`src/hdl/lcsr_pkg.sv`:
```
`timescale 1ns / 1ps
package lcsr_pkg;

  localparam int SHIFT_W = 5;
  localparam int POS_W   = 16;
  localparam int COLOR_W = 8;

  typedef struct packed {
    logic [COLOR_W-1:0] red;
    logic [COLOR_W-1:0] green;
    logic [COLOR_W-1:0] blue;
  } rgb_t;

  typedef struct packed {
    logic advance;
    logic clear;
  } chain_ctrl_t;

  typedef enum logic {
    ST_RUN,
    ST_FLUSH
  } state_t;

endpackage

```
`src/hdl/lcsr_if.sv`:
```
`timescale 1ns / 1ps
interface lcsr_in_if;
  logic                                valid;
  logic                                ready;
  logic signed [lcsr_pkg::POS_W-1:0]   pos_x;
  logic signed [lcsr_pkg::POS_W-1:0]   pos_y;
  logic        [lcsr_pkg::COLOR_W-1:0] red;
  logic        [lcsr_pkg::COLOR_W-1:0] green;
  logic        [lcsr_pkg::COLOR_W-1:0] blue;
  logic                                frame_end;

  modport source (output valid, pos_x, pos_y, red, green, blue, frame_end, input ready);
  modport sink (input valid, pos_x, pos_y, red, green, blue, frame_end, output ready);
endinterface

interface lcsr_out_if;
  logic                                valid;
  logic                                ready;
  logic signed [lcsr_pkg::POS_W-1:0]   out_x;
  logic signed [lcsr_pkg::POS_W-1:0]   out_y;
  logic        [lcsr_pkg::COLOR_W-1:0] out_red;
  logic        [lcsr_pkg::COLOR_W-1:0] out_green;
  logic        [lcsr_pkg::COLOR_W-1:0] out_blue;
  logic                                out_frame_end;

  modport source (output valid, out_x, out_y, out_red, out_green, out_blue, out_frame_end,
                  input ready);
  modport sink (input valid, out_x, out_y, out_red, out_green, out_blue, out_frame_end,
                output ready);
endinterface

```
`src/hdl/lcsr_cell.sv`:
```
`timescale 1ns / 1ps
module lcsr_cell (
  input  logic                 clk,
  input  logic                 rst_n,
  input  lcsr_pkg::chain_ctrl_t ctrl,
  input  lcsr_pkg::rgb_t       d_in,
  output lcsr_pkg::rgb_t       q
);
  import lcsr_pkg::*;

  rgb_t data_r;
  rgb_t data_nxt;

  always_comb begin
    data_nxt = data_r;
    if (ctrl.clear) begin
      data_nxt = '0;
    end else if (ctrl.advance) begin
      data_nxt = d_in;
    end
  end

  always_ff @(posedge clk) begin
    if (!rst_n) begin
      data_r <= '0;
    end else begin
      data_r <= data_nxt;
    end
  end

  assign q = data_r;
endmodule

```
`src/hdl/lcsr_delay_chain.sv`:
```
`timescale 1ns / 1ps
module lcsr_delay_chain #(
  parameter int MAX_SHIFT = 31,
  parameter int SHW       = $clog2(MAX_SHIFT + 1)
) (
  input  logic                  clk,
  input  logic                  rst_n,
  input  lcsr_pkg::chain_ctrl_t ctrl,
  input  lcsr_pkg::rgb_t        push_rgb,
  input  logic [SHW-1:0]        tap_sel,
  output lcsr_pkg::rgb_t        tap_rgb
);
  import lcsr_pkg::*;

  localparam int IW = (MAX_SHIFT > 1) ? $clog2(MAX_SHIFT) : 1;

  rgb_t     cell_q [MAX_SHIFT];
  logic [IW-1:0] tap_idx;

  for (genvar i = 0; i < MAX_SHIFT; i++) begin : g_cell
    if (i == 0) begin : g_head
      lcsr_cell u_cell (
        .clk   (clk),
        .rst_n (rst_n),
        .ctrl  (ctrl),
        .d_in  (push_rgb),
        .q     (cell_q[i])
      );
    end else begin : g_body
      lcsr_cell u_cell (
        .clk   (clk),
        .rst_n (rst_n),
        .ctrl  (ctrl),
        .d_in  (cell_q[i-1]),
        .q     (cell_q[i])
      );
    end
  end

  assign tap_idx = IW'(tap_sel - SHW'(1));

  always_comb begin
    if (tap_sel == '0) begin
      tap_rgb = push_rgb;
    end else begin
      tap_rgb = cell_q[tap_idx];
    end
  end
endmodule

```
`src/hdl/laser_color_shift_realigner.sv`:
```
`timescale 1ns / 1ps
// Realigns the color of a laser sample stream against its galvo position: every beat out carries
// the position of the matching input beat and the color from color_shift beats earlier, black
// at the start of a frame, with the shift saturated at MAX_SHIFT. The color history lives in a
// row of MAX_SHIFT cells that advance together, so an ordinary sample is registered to the output
// in the cycle after it is accepted. A sample marked as frame end with a nonzero shift starts
// a flush: the cell row steps once per cycle while the output is not stalled, emitting the shift
// flush beats at the held position; the last is marked and the row cleared for the next frame.
// No input is taken in a flush. Write color_shift only while idle; the block does not enforce it.
module laser_color_shift_realigner #(
  parameter int MAX_SHIFT = 31
) (
  input  logic                         clk,
  input  logic                         rst_n,
  input  logic                         cfg_we,
  input  logic [lcsr_pkg::SHIFT_W-1:0] cfg_data,
  lcsr_in_if.sink                      in_s,
  lcsr_out_if.source                   out_m
);
  import lcsr_pkg::*;

  localparam int SHW = $clog2(MAX_SHIFT + 1);
  localparam int CW  = (SHW > SHIFT_W) ? SHW : SHIFT_W;

  logic [SHIFT_W-1:0]     color_shift_r;
  logic [SHW-1:0]         shift_eff;
  state_t                 state_r;
  state_t                 state_nxt;
  logic [SHW-1:0]         flush_cnt_r;
  logic [SHW-1:0]         flush_cnt_nxt;
  logic                   out_valid_r;
  logic                   out_valid_nxt;
  logic signed [POS_W-1:0] out_x_r;
  logic signed [POS_W-1:0] out_y_r;
  rgb_t                   out_rgb_r;
  logic                   out_last_r;

  chain_ctrl_t            ctrl;
  rgb_t                   push_rgb;
  rgb_t                   tap_rgb;
  logic                   slot_free;
  logic                   in_rdy;
  logic                   in_fire;
  logic                   emit;
  logic                   last;

  always_comb begin
    if (CW'(color_shift_r) > CW'(MAX_SHIFT)) begin
      shift_eff = SHW'(MAX_SHIFT);
    end else begin
      shift_eff = SHW'(color_shift_r);
    end
  end

  assign slot_free = !out_valid_r || out_m.ready;
  assign in_fire   = in_s.valid && in_rdy;
  assign in_s.ready = in_rdy;

  always_comb begin
    in_rdy       = 1'b0;
    emit         = 1'b0;
    last         = 1'b0;
    ctrl.advance = 1'b0;
    ctrl.clear   = 1'b0;
    push_rgb     = '{red: in_s.red, green: in_s.green, blue: in_s.blue};
    case (state_r)
      ST_RUN: begin
        in_rdy = slot_free;
        if (in_s.valid && slot_free) begin
          emit         = 1'b1;
          ctrl.advance = 1'b1;
          last         = in_s.frame_end && (shift_eff == '0);
          ctrl.clear   = last;
        end
      end
      ST_FLUSH: begin
        push_rgb = '0;
        if (slot_free) begin
          emit         = 1'b1;
          ctrl.advance = 1'b1;
          last         = (flush_cnt_r == SHW'(1));
          ctrl.clear   = last;
        end
      end
      default: begin
        in_rdy = 1'b0;
      end
    endcase
  end

  always_comb begin
    state_nxt     = state_r;
    flush_cnt_nxt = flush_cnt_r;
    case (state_r)
      ST_RUN: begin
        if (in_fire && in_s.frame_end && (shift_eff != '0)) begin
          state_nxt     = ST_FLUSH;
          flush_cnt_nxt = shift_eff;
        end
      end
      ST_FLUSH: begin
        if (slot_free) begin
          flush_cnt_nxt = flush_cnt_r - SHW'(1);
          if (flush_cnt_r == SHW'(1)) begin
            state_nxt = ST_RUN;
          end
        end
      end
      default: begin
        state_nxt = ST_RUN;
      end
    endcase
  end

  always_comb begin
    out_valid_nxt = out_valid_r;
    if (emit) begin
      out_valid_nxt = 1'b1;
    end else if (out_m.ready) begin
      out_valid_nxt = 1'b0;
    end
  end

  lcsr_delay_chain #(
    .MAX_SHIFT (MAX_SHIFT),
    .SHW       (SHW)
  ) u_chain (
    .clk      (clk),
    .rst_n    (rst_n),
    .ctrl     (ctrl),
    .push_rgb (push_rgb),
    .tap_sel  (shift_eff),
    .tap_rgb  (tap_rgb)
  );

  always_ff @(posedge clk) begin
    if (!rst_n) begin
      color_shift_r <= '0;
      state_r       <= ST_RUN;
      flush_cnt_r   <= '0;
      out_valid_r   <= 1'b0;
    end else begin
      if (cfg_we) begin
        color_shift_r <= cfg_data;
      end
      state_r     <= state_nxt;
      flush_cnt_r <= flush_cnt_nxt;
      out_valid_r <= out_valid_nxt;
    end
  end

  always_ff @(posedge clk) begin
    if (in_fire) begin
      out_x_r <= in_s.pos_x;
      out_y_r <= in_s.pos_y;
    end
    if (emit) begin
      out_rgb_r  <= tap_rgb;
      out_last_r <= last;
    end
  end

  assign out_m.valid         = out_valid_r;
  assign out_m.out_x         = out_x_r;
  assign out_m.out_y         = out_y_r;
  assign out_m.out_red       = out_rgb_r.red;
  assign out_m.out_green     = out_rgb_r.green;
  assign out_m.out_blue      = out_rgb_r.blue;
  assign out_m.out_frame_end = out_last_r;

  a_flush_cnt_live: assert property (@(posedge clk) disable iff (!rst_n)
    (state_r == ST_FLUSH) |-> (flush_cnt_r != '0))
    else $error("Flush running with an empty count.");

  a_flush_start: assert property (@(posedge clk) disable iff (!rst_n)
    (in_fire && in_s.frame_end && (shift_eff != '0)) |=>
      (state_r == ST_FLUSH) && (flush_cnt_r == $past(shift_eff)) && out_valid_r)
    else $error("Frame end did not start a flush of the configured length.");

  a_flush_end: assert property (@(posedge clk) disable iff (!rst_n)
    (state_r == ST_FLUSH && slot_free && flush_cnt_r == SHW'(1)) |=>
      (state_r == ST_RUN) && out_valid_r && out_last_r)
    else $error("Last flush beat not marked or flush did not finish.");

  a_no_input_in_flush: assert property (@(posedge clk) disable iff (!rst_n)
    (state_r == ST_FLUSH) |-> !in_fire)
    else $error("Input beat taken during a flush.");
endmodule
```
`src/flat_wrapper.sv`:
```
// flat-port wrapper written by rule: the top's interface ports become plain ports
module laser_color_shift_realigner_flat import lcsr_pkg::*;
#(
  parameter int MAX_SHIFT = 31
)
  (clk, rst_n, cfg_we, cfg_data, in_s_valid, in_s_pos_x, in_s_pos_y, in_s_red, in_s_green, in_s_blue, in_s_frame_end, in_s_ready, out_m_valid, out_m_out_x, out_m_out_y, out_m_out_red, out_m_out_green, out_m_out_blue, out_m_out_frame_end, out_m_ready);
  lcsr_in_if in_s_i ();
  lcsr_out_if out_m_i ();
  input  logic clk;
  input  logic rst_n;
  input  logic cfg_we;
  input  logic [lcsr_pkg::SHIFT_W-1:0] cfg_data;
  input wire logic [$bits(in_s_i.valid)-1:0] in_s_valid;
  input wire logic [$bits(in_s_i.pos_x)-1:0] in_s_pos_x;
  input wire logic [$bits(in_s_i.pos_y)-1:0] in_s_pos_y;
  input wire logic [$bits(in_s_i.red)-1:0] in_s_red;
  input wire logic [$bits(in_s_i.green)-1:0] in_s_green;
  input wire logic [$bits(in_s_i.blue)-1:0] in_s_blue;
  input wire logic [$bits(in_s_i.frame_end)-1:0] in_s_frame_end;
  output wire logic [$bits(in_s_i.ready)-1:0] in_s_ready;
  output wire logic [$bits(out_m_i.valid)-1:0] out_m_valid;
  output wire logic [$bits(out_m_i.out_x)-1:0] out_m_out_x;
  output wire logic [$bits(out_m_i.out_y)-1:0] out_m_out_y;
  output wire logic [$bits(out_m_i.out_red)-1:0] out_m_out_red;
  output wire logic [$bits(out_m_i.out_green)-1:0] out_m_out_green;
  output wire logic [$bits(out_m_i.out_blue)-1:0] out_m_out_blue;
  output wire logic [$bits(out_m_i.out_frame_end)-1:0] out_m_out_frame_end;
  input wire logic [$bits(out_m_i.ready)-1:0] out_m_ready;
  assign in_s_i.valid = in_s_valid;
  assign in_s_i.pos_x = in_s_pos_x;
  assign in_s_i.pos_y = in_s_pos_y;
  assign in_s_i.red = in_s_red;
  assign in_s_i.green = in_s_green;
  assign in_s_i.blue = in_s_blue;
  assign in_s_i.frame_end = in_s_frame_end;
  assign in_s_ready = in_s_i.ready;
  assign out_m_valid = out_m_i.valid;
  assign out_m_out_x = out_m_i.out_x;
  assign out_m_out_y = out_m_i.out_y;
  assign out_m_out_red = out_m_i.out_red;
  assign out_m_out_green = out_m_i.out_green;
  assign out_m_out_blue = out_m_i.out_blue;
  assign out_m_out_frame_end = out_m_i.out_frame_end;
  assign out_m_i.ready = out_m_ready;
  laser_color_shift_realigner #(.MAX_SHIFT(MAX_SHIFT)) u_core (.clk(clk), .rst_n(rst_n), .cfg_we(cfg_we), .cfg_data(cfg_data), .in_s(in_s_i), .out_m(out_m_i));
endmodule
```
`config.mk`:
```
export PLATFORM = sky130hd
export DESIGN_NAME = laser_color_shift_realigner_flat
export DESIGN_NICKNAME = d
export VERILOG_FILES = /design/src/hdl/lcsr_pkg.sv /design/src/hdl/lcsr_if.sv /design/src/hdl/lcsr_cell.sv /design/src/hdl/lcsr_delay_chain.sv /design/src/hdl/laser_color_shift_realigner.sv /design/src/flat_wrapper.sv
export SDC_FILE = /design/constraint.sdc
export NUM_CORES = 2
export LEC_CHECK = 0
export ABC_AREA = 1
export BUFFER_PORTS_ARGS = -buffer_cell sky130_fd_sc_hd__buf_2
export CAP_MARGIN = 30
export CORE_UTILIZATION = 65
export DETAILED_ROUTE_END_ITERATION = 16
export GPL_TIMING_DRIVEN = 0
export PLACE_DENSITY = 0.83
export SYNTH_ARGS = -nofsm -noshare
export SYNTH_HDL_FRONTEND = slang
export SYNTH_SLANG_ARGS = --single-unit
```
`constraint.sdc`:
```
create_clock -name clk -period 5 [get_ports clk]
set_input_delay 1 -clock clk [delete_from_list [all_inputs] [get_ports clk]]
set_output_delay 1 -clock clk [all_outputs]
set_load 0.005 [all_outputs]
```
# After elaboration in Yosys (flattened, before gate mapping)
# Index checks and enable logic that the tools add are counted.
# Widths: inputs -> output; s select.
[op_classes]
reduce_logical = 12
n_eq_ne = 3
mux = 25
addsub = 2
order_cmp = 2
bitwise = 3
[op_table]
columns = ["op", "n"]
rows = [
  ["$bmux 24 s5", 1],
  ["$mux 24", 4],
  ["$mux 5", 3],
  ["$mux 1", 10],
  ["$pmux 5 s2", 1],
  ["$sub 5x1->5 const B", 2],
  ["$ge 6x6->1 const B", 1],
  ["$not 5->6", 1],
  ["$pmux 1 s2", 3],
  ["$eq 5x1->1 const B", 1],
  ["$gt 5x5->1 const B", 1],
  ["$logic_and 1x1->1", 5],
  ["$logic_not 5->1", 1],
  ["$reduce_bool 5->1", 1],
  ["$mux 2", 2],
  ["$pmux 2 s2", 1],
  ["$ne 2x1->1 const B", 1],
  ["$ne 2x2->1 const B", 1],
  ["$not 1->1", 2],
  ["$reduce_and 2->1", 1],
  ["$reduce_bool 2->1", 1],
  ["$reduce_or 2->1", 1],
  ["$logic_not 1->1", 1],
  ["$logic_or 1x1->1", 1],
]
[word_totals]
input_bits = 67
reg_bits = 813
out_inout_bits = 59

# Logic depth before layout (Yosys ltp)
[depth]
ltp_word = 8
depth_mapped = 13

# By module
# A second synthesis with hierarchy kept.
[unflattened]
cells_unflattened = 5820
hier_area_um2 = 41753.8
[modules_own_cells]
columns = ["mod", "cells_per_inst", "seq_area_each_um2", "instances", "area_each_um2"]
rows = [
  ["lcsr_cell", 106, 480.5, 31, 952.2],
  ["lcsr_delay_chain", 2314, 0.0, 1, 9604.2],
  ["laser_color_shift_realigner", 220, 1951.9, 1, 2632.5],
]

# Worst setup path before layout
# No wires, ideal clock.
[synth_timing]
path_type = "input-to-reg"
start = "input port out_m_ready"
end = "register u_core.u_chain.g_cell[0].g_head.u_cell.data_r, in the netlist u_core.u_chain.g_cell[0].g_head.u_cell.q[0]"
arrival_ns = 2.812
t_required_ns = 4.914
path_buffers = 1
setup_ns = 0.086
slack_ns = 2.102
path_stages = 7
path_cell_list = "inv_1 nand2_1 nand2_1 nor2_4 clkbuf_1 nand2_1 a211oi_1"
[synth_between]
elab_chain_len = 5
elab_cells_between_ends = 6
classes_between = "3 x mux; 3 x reduce/logical"
[synth_rtl]
columns = ["item", "line_no", "rtl"]
rows = [
  ["start: declaration", "flat_wrapper.sv:28", "input wire logic [$bits(out_m_i.ready)-1:0] out_m_ready;"],
  ["$logic_or 1x1->1 (*)", "laser_color_shift_realigner.sv:55", "assign slot_free = !out_valid_r || out_m.ready;"],
  ["$logic_and 1x1->1", "laser_color_shift_realigner.sv:69", "if (in_s.valid && slot_free) begin"],
  ["$mux 2", "laser_color_shift_realigner.sv:69", ""],
  ["$pmux 2 s2 (*)", "laser_color_shift_realigner.sv:66", "case (state_r)"],
  ["$reduce_or 2->1 (no line)", "--", ""],
  ["end signal: assignment", "lcsr_cell.sv:27", "data_r <= data_nxt;"],
  ["end: declaration", "lcsr_cell.sv:11", "rgb_t data_r;"],
]
# Every way passes the cells marked *; elsewhere a longest branch is shown, timed or not.
# A chain may end at the register's enable or synchronous reset.

==> impl_metrics.json <==
{
  "dp.final_hpwl_mm": 109,
  "drv_slew": 0,
  "clock-sinks": 813,
  "final_layout_size_suffix_gt1_share_pct": 10.4,
  "skew_ns": 0.0204,
  "slowest_delay_ns": 0.71,
  "wire_per_inst_um": 23.3,
  "crit_buf_inv": 3,
  "critPathMostFrequentCell": "nand3_1",
  "cp_max_fo": 10,
  "relSlewSlack_pct": 26.5,
  "ys.warnings.count": 0,
  "ir_drop_uv": 361,
  "core_area_mm2": 0.0579,
  "cts_buffers": 84,
  "port_buffers": 125,
  "drc": 0,
  "synth.top_cell.area_share_pct": 39.6,
  "synth_top_area_cell": "dfxtp_1",
  "htreeDepth": 3,
  "finalSetupViolCount": 0,
  "required_ns": 5.37,
  "ant_nets": 0,
  "finalNetCount": 5676,
  "ys_seq_area_share_pct": 44.0,
  "setup_ws_ns": 0.880,
  "die_area_mm2": 0.0598,
  "cp-start-kind": "register",
  "syn_area_per_cell_um2": 7.09,
  "clock-root-buffer": "clkbuf_16",
  "syn_area_mm2": 0.0382,
  "placed_cell_area_mm2": 0.0398,
  "hold_ws_ns": 0.477,
  "rows": 88,
  "syn_to_final_growth_pct": 12.0,
  "grt.overflow.total": 0,
  "wl_mm": 150,
  "status": "completed",
  "syn_inst": 5394,
  "rsz0062_at_grt": "false",
  "viasPerCell": 6.36,
  "worst_path_max_delay_cell": "o21ai_0",
  "arrival_ns": 4.49,
  "ctsHoldBuffers": 0,
  "cap_violations": 0,
  "cts_tree": "done",
  "ys_types": 23,
  "post_cts_resized": 0,
  "die_w_um": 245,
  "grt_max_degree": 42,
  "yosys_register_bits": 813,
  "gp_congestion": 1.06,
  "die_y_um": 245,
  "post-route-period-util_pct": 82.4,
  "clkLatencyLatePin_ns": 0.66,
  "dp_worst_setup_slack_ns": 1.67,
  "first_iter_violations": 6355,
  "min_period_ns": 4.12,
  "power.density_mw_per_mm2": 372,
  "initial_core_util_pct": 66.0,
  "syn_nets": 5463,
  "gr-usage-all-layers_pct": 49.1,
  "worstSetupPathType": "register to register",
  "clk_pin_slew_ns": 0.07,
  "finalSetupTns_ns": 0,
  "clk_path_buf_depth": 3,
  "grt_pass1_vias": 37586,
  "ys_top_cells_by_area": "dfxtp_1 (40%), nand2_1 (24%), a211oi_1 (15%)",
  "first_pass_iters": 10,
  "p_leak_uw": 0.0157,
  "worstSetupEndpointType": "register",
  "critPathTopFamily": "simple AND/OR/NAND/NOR gates",
  "fin_area_mm2": 0.0428,
  "fmax_ghz": 0.243,
  "vias": 40987,
  "ios": 126,
  "antenna_found_initial": 8,
  "hold_violations": 0,
  "min_path_type": "register to register",
  "cp_cell_sequence": "inv_2, clkbuf_1, clkbuf_1, nand3_1, nand2_1, o21ai_0, nand3_1, nand3_1, nand3_1",
  "grt_pass1_wl_mm": 224,
  "worst_pin_slew_ns": 1.10,
  "fill_cells": 4721,
  "cts_setup_buffers": 0
}
[routing by layer]
metal  GRT usage [%]  up-vias  part of all wire, %
met4            37.6        6                  9.1
li1                -    18472                    -
met1            60.8    18530                   36
met3            13.6      798                   13
met2            72.3     3181                   42
met5               0        -                0.029
[power breakdown]
part	leakage, uW	total [uW]	internal, uW	switching [uW]
Sequential	0.00665	6740	6670	73.8
Combinational	0.00757	2410	515	1900
Clock	0.00144	6780	3960	2820
[layout make-up]
class                   count  area (um2)  share of cell area (%)
clock inverters            38         500                    1.17
repair buffers            127         656                    1.53
multi-input cells        3962       18600                    43.4
inverters                 120         450                    1.05
flip-flops and latches    813       16800                    39.3
clock buffers             118        2450                    5.73
plain buffers             499        2370                    5.53
well taps                 765         957                    2.24
diodes                      5        12.5                  0.0292
[worst reg2reg max path, delay by kind of cell, from the launching register on]
kind	cells	cell delay, ns
flip-flops	1	0.56
AO/OA/AOI/OAI	1	0.71
buffers and inverters	3	1.20
AND/OR/NAND/NOR	5	1.37
[cell usage after synthesis (all sizes together)]
library cell,instances
clkbuf,159
a21oi,7
a211oi,745
inv,120
dfxtp,756
ha,2
edfxtp,57
nand3b,1
nand3,615
buf,340
nor3,2
nand2,2458
o22ai,1
o21bai,2
nor2,69
o21ai,60
[placed cells by master, fill, tap and decap left out]
cell,count
edfxtp_1,57
inv_1,115
inv_4,1
o21bai_1,2
a211oi_1,745
nor3_1,2
clkinv_8,3
clkbuf_1,172
nor2_2,1
inv_2,5
clkinv_2,14
buf_1,29
clkbuf_2,1
nand3b_1,1
buf_2,404
buf_6,7
diode_2,5
nand3_1,615
buf_8,2
ha_1,2
nor2_4,3
dfxtp_1,756
clkbuf_16,86
clkinv_1,1
clkbuf_8,18
inv_6,2
bufinv_16,10
a21oi_1,7
clkinv_4,1
clkinvlp_4,6
nand2_1,2458
nor2_1,65
o21ai_1,11
o21ai_0,49
o22ai_1,1
buf_4,25
[through the flow]
step           utilization, %  std cells  total power [uW]
2_1_floorplan               -       5394              8160
3_3_place_gp             68.8       6284              9090
3_5_place_dp             68.8       6285              9110
4_1_cts                  73.9       6441             15700
5_1_grt                  73.9       6443             16200
6_report                 73.9       6447             15900
[state kept, by name (all words and copies together) (netlist names)]
signal	flops
u_core.out_m.out_y	16
u_core.out_m.out_red	8
u_core.state_r	1
u_core.out_m.out_frame_end	1
u_core.u_chain.g_cell.g_head.u_cell.q	24
u_core.u_chain.g_cell.g_body.u_cell.q	720
u_core.out_m.out_blue	8
u_core.flush_cnt_r	5
u_core.out_m.out_green	8
u_core.out_m.out_x	16
u_core.out_m.valid	1
u_core.color_shift_r	5
[worst paths after layout]
path	from	to	slack, ns	depth (start not counted)
min reg2reg	u_core.u_chain.g_cell[16].g_body.u_cell.q[17]$_SDFFE_PP0P_	u_core.u_chain.g_cell[17].g_body.u_cell.q[17]$_SDFFE_PP0P_	0.48	2
max	u_core.color_shift_r[1]$_SDFFE_PN0P_	u_core.out_m.out_green[6]$_DFFE_PP_	0.88	9
min	u_core.u_chain.g_cell[16].g_body.u_cell.q[17]$_SDFFE_PP0P_	u_core.u_chain.g_cell[17].g_body.u_cell.q[17]$_SDFFE_PP0P_	0.48	2
max reg2reg	u_core.color_shift_r[1]$_SDFFE_PN0P_	u_core.out_m.out_green[6]$_DFFE_PP_	0.88	9
[cells by family after synthesis]
kind of cell,after synthesis,share of synthesized area (%)
simple gates,3145,33.0
fa+ha+maj,2,0.0654
buf+inv,619,7.37
flops,813,44.0
compound gates,815,15.6
No activity file was read; power rests on OpenSTA's default activity.
